$ cat src/rtl/core/bmf_pkg.sv
package bmf_pkg;

  // Fixed field widths
  localparam int PIX_W     = 8;
  localparam int CFG_W     = 12;
  localparam int CFG_IDX_W = 1;

  // Register limits and reset values
  localparam int ROWS_MAX         = 4092;
  localparam int PADDED_WIDTH_RST = 2048;
  localparam int CONTENT_ROWS_RST = 1024;

  // Configuration register indexes
  typedef enum logic [CFG_IDX_W-1:0] {
    REG_PADDED_WIDTH = 1'b0,
    REG_CONTENT_ROWS = 1'b1
  } cfg_reg_t;

  // Control tag that travels with each request through the pipeline
  typedef struct packed {
    logic valid;
    logic produce;
    logic last;
  } tag_t;

endpackage

$ cat src/rtl/core/bmf_window.sv
module bmf_window #(
  parameter int RADIUS = 2
) (
  input  logic                                  clk,
  input  logic                                  rst,
  input  logic                                  en,
  input  logic [$clog2((2*RADIUS+1)*255+1)-1:0] in_colsum,
  input  bmf_pkg::tag_t                         in_tag,
  output logic [bmf_pkg::PIX_W-1:0]             out_mean,
  output bmf_pkg::tag_t                         out_tag
);

  localparam int WIN     = 2 * RADIUS + 1;
  localparam int CS_W    = $clog2(WIN * 255 + 1);
  localparam int DIV     = WIN * WIN;
  localparam int SUM_W   = $clog2(DIV * 255 + 1);
  localparam int SHIFT   = SUM_W + $clog2(DIV);
  localparam int RECIP   = ((1 << SHIFT) + DIV - 1) / DIV;
  localparam int RECIP_W = $clog2(RECIP + 1);
  localparam int PROD_W  = SUM_W + RECIP_W;

  logic [CS_W-1:0]   cs_q;
  logic [CS_W-1:0]   cols [WIN];
  logic [SUM_W-1:0]  sum_q;
  logic [SUM_W-1:0]  sum_next;
  logic [PROD_W-1:0] prod_q;
  bmf_pkg::tag_t     tag_a;
  bmf_pkg::tag_t     tag_b;
  bmf_pkg::tag_t     tag_c;

  // Window sum: newest column sum plus the older columns that stay
  always_comb begin
    sum_next = SUM_W'(cs_q);
    for (int k = 1; k < WIN; k++) begin
      sum_next = sum_next + SUM_W'(cols[k]);
    end
  end

  // Tag pipeline
  always_ff @(posedge clk) begin
    if (rst) begin
      tag_a <= '0;
      tag_b <= '0;
      tag_c <= '0;
    end else if (en) begin
      tag_a <= in_tag;
      tag_b <= tag_a;
      tag_c <= tag_b;
    end
  end

  // Column sums, window sum and reciprocal product
  always_ff @(posedge clk) begin
    if (en) begin
      cs_q <= in_colsum;
      if (tag_a.valid) begin
        for (int k = 0; k < WIN - 1; k++) begin
          cols[k] <= cols[k+1];
        end
        cols[WIN-1] <= cs_q;
      end
      sum_q  <= sum_next;
      prod_q <= PROD_W'(sum_q) * PROD_W'(RECIP);
    end
  end

  assign out_mean = bmf_pkg::PIX_W'(prod_q >> SHIFT);
  assign out_tag  = tag_c;

endmodule

$ cat config.mk
export PLATFORM = sky130hd
export DESIGN_NAME = bmf_window
export DESIGN_NICKNAME = d
export VERILOG_FILES = /design/src/rtl/core/bmf_pkg.sv /design/src/rtl/core/bmf_window.sv
export SDC_FILE = /design/constraint.sdc
export NUM_CORES = 1
export LEC_CHECK = 0
export ABC_CLOCK_PERIOD_IN_PS = 5500
export BUFFER_PORTS_ARGS = -buffer_cell sky130_fd_sc_hd__clkbuf_2
export CAP_MARGIN = 20
export CORE_ASPECT_RATIO = 1.5
export CORE_UTILIZATION = 39
export CTS_BUF_LIST = sky130_fd_sc_hd__clkbuf_4 sky130_fd_sc_hd__clkbuf_8
export DETAILED_ROUTE_END_ITERATION = 10
export PLACE_DENSITY = 0.51
export SYNTH_ARGS = -nofsm -noshare
export SYNTH_HDL_FRONTEND = slang
export SYNTH_SLANG_ARGS = --single-unit
$ cat constraint.sdc
create_clock -name clk -period 5.5 [get_ports clk]
set_clock_uncertainty 0.05 [all_clocks]
set_input_delay 0.275 -clock clk [delete_from_list [all_inputs] [get_ports clk]]
set_output_delay 0.275 -clock clk [all_outputs]
set_load 0.05 [all_outputs]
==> reports/metrics.csv <==
stage,metric,value,unit
status,status,"complete, no violations",
place,place_hpwl,9230,um
floorplanning,die_h,164,um
synth,yosys.area.top_type,edfxtp_1,
synth,synth_edf_count,76,
floorplanning,std_cell_rows,58,
sta,fmax,207,MHz
synth,synth_flop_cell,edfxtp_1,
sta,fin_ws,674,ps
global_routing,grt.total_usage,14.0,%
sta,hold_viol,0,
finish,ff_latch_area,0.00246,mm2
finish,drive_above_1_share,11.3,%
finish,syn2layout_area_growth,8.85,%
global_routing,overflow,0,
critical_path,worstSetupStartpointType,flop,
floorplanning,die_x,110,um
synth,synthDominantCellAreaShare,33.5,%
global_routing,grt_pass1_wl,19200,um
cts,cts_max_level,3,
floorplanning,coreArea,0.0169,mm2
cts,clock_latency,370,ps
route,first_iter_violations,125,
cts,cts_resized,0,
synth,syn-cell-area,0.00681,mm2
route,ant_nets,0,
critical_path,timing.rr.start,sum_q[10],
global_routing,antenna_found_initial,0,
finish,multiInputGateArea,0.00395,mm2
floorplanning,die_area,0.0180,mm2
route,dr.pass1.iters,4,
sta,max_slew_margin,31.3,%
sta,rsz0062_at_grt,false,
sta,setup_viol,0,
sta,finalCritPeriodShare,87.8,%
critical_path,cp_max_fo,7,
floorplanning,pin_count,28,
synth,ys_warn_count,0,
floorplanning,start_util,40.3,%
worst_hold_path,min_path_type,primary input to flop,
sta,final.setup.tns,0,ps
global_routing,grt_pass1_vias,4122,
synth,synth_commonest_cells,"105 x inv_1, 104 x ha_1, 88 x fa_1, 76 x edfxtp_1, 17 x nor2_1",
cts,cts_tree,done,
place,dp_slack,651,ps
critical_path,crit_arrival,4890,ps
worst_hold_path,min_from,in_colsum[1],
critical_path,critPathCaptureType,flop,
synth,syn_nets,718,
route,wl,11200,um
finish,final_cell_area,0.00741,mm2
route,wire_per_inst,14.7,um
place,port_buffers,27,
cts,clock_sinks,85,
route,drc_errors,0,
sta,period_minus_slack,4830,ps
global_routing,grt_max_degree,46,
cts,cts_root_buf,clkbuf_8,
place,placed_cell_area,0.00721,mm2
sta,slew_violations,0,
route,vias,3694,
synth,synth_area_leaders,"edfxtp_1 34%, fa_1 26%, ha_1 19%",
route,vias_per_cell,4.85,
synth,synth_area_per_cell,13.4,um2
critical_path,crit_start,sum_q[10],
critical_path,crit_type,flop to flop,
finish,final_nets,755,
job,max_cap_violations,0,
cts,clockBufferDepth,2,
synth,synthCells,509,
sta,tightest_slew,1030,ps
cts,post-cts-setup-buffers,0,
synth,ys_ff_latch,85,
cts,cts_hold_buf,0,
critical_path,required,5570,ps
finish,final_util,43.9,%
cts,cts.clk_slew.worst_paths,110,ps
finish,diodes,0,
synth,synth_cell_types,44,
synth,async_reset_ff_share,0,%
synth,seq_area_frac_synth,36.1,%
finish,fillerInstances,1580,
place,globalplace.congestion,0.800,
cts,cts_buffers,9,
synth,yosysMostFrequentCell,inv_1,
[worst paths after layout]
check,endpoint,slack (ps),cells past startpoint
hold reg to reg,cols[0][38],410,0
hold / removal,cs_q[1],20,1
setup reg to reg,prod_q[25],670,17
setup / recovery,prod_q[25],670,17
[logic make-up (layout without fill, tap and decap cells)]
group                      after synthesis  in the layout  synth area share (%)
adders and majority gates              192            192                  45.0
buffers and inverters                  107            149                  5.90
DFF                                     85             85                  36.1
and+or+nand+nor                         49             49                  3.75
AOI/OAI and AO/OA                       48             48                  5.47
xor gates and xnor gates                19             19                  2.44
muxes                                    9              9                  1.32
[final cells by class]
type	count	area share, %
Inverter	105	5.32
Clock buffer	10	1.77
Timing Repair Buffer	28	1.92
Sequential cell	85	33.2
Clock inverter	6	0.979
Tap cell	210	3.54
Multi-Input combinational cell	317	53.3
[metrics by stage]
stage	hold WS [ps]	std cells
2_1_floorplan	324	509
3_3_place_gp	398	745
3_5_place_dp	400	745
4_1_cts	3.41	761
5_1_grt	7.08	761
6_report	19.9	761
[critical path, stage by stage, from the launching register on]
cell	delay (ps)
edfxtp_1	560
fa_1	520
ha_1	290
inv_1	40
fa_1	470
inv_1	50
fa_1	520
inv_1	50
fa_1	530
inv_1	40
ha_1	320
and3_1	210
a31oi_1	240
o2111ai_1	170
a21oi_2	180
o21bai_2	120
a21oi_2	160
xnor2_1	70
[registers in the layout, indices dropped and copies added, names as in the netlist]
register / count
cols: 44
sum_q: 13
cs_q: 11
prod_q: 8
out_tag: 3
tag_a: 3
tag_b: 3
[cell usage in the layout, fill, tap and decap left out, drive strengths merged, types with 2 or more instances in the layout]
cell	netlist	layout
inv	105	107
ha	104	104
fa	88	88
edfxtp	76	76
clkbuf	1	37
nor2	18	18
xnor2	15	15
a21oi	14	14
nand2	9	9
mux2i	9	9
dfxtp	9	9
o21ai	8	8
a21o	5	5
xor2	4	4
and2	4	4
nor2b	4	4
o21a	3	3
nand2b	3	3
clkinvlp	0	3
a31oi	3	3
and4	2	2
nand3	2	2
and3	2	2
o21bai	2	2
o311a	2	2
a21boi	2	2
nand3b	2	2
o211ai	2	2
[per-layer routing]
layer / GRT usage [%] / share of wire (%) / up-vias
li1: - / - / 1771
met1: 17.1 / 43 / 1878
met2: 25.2 / 54 / 33
met3: 1.71 / 1.4 / 12
met4: 4.36 / 1.5 / 0
met5: 0 / 0 / -
Power is left out: the tool's default activity adds up to more than one toggle a clock period on the data nets, which glitch-free logic cannot reach.
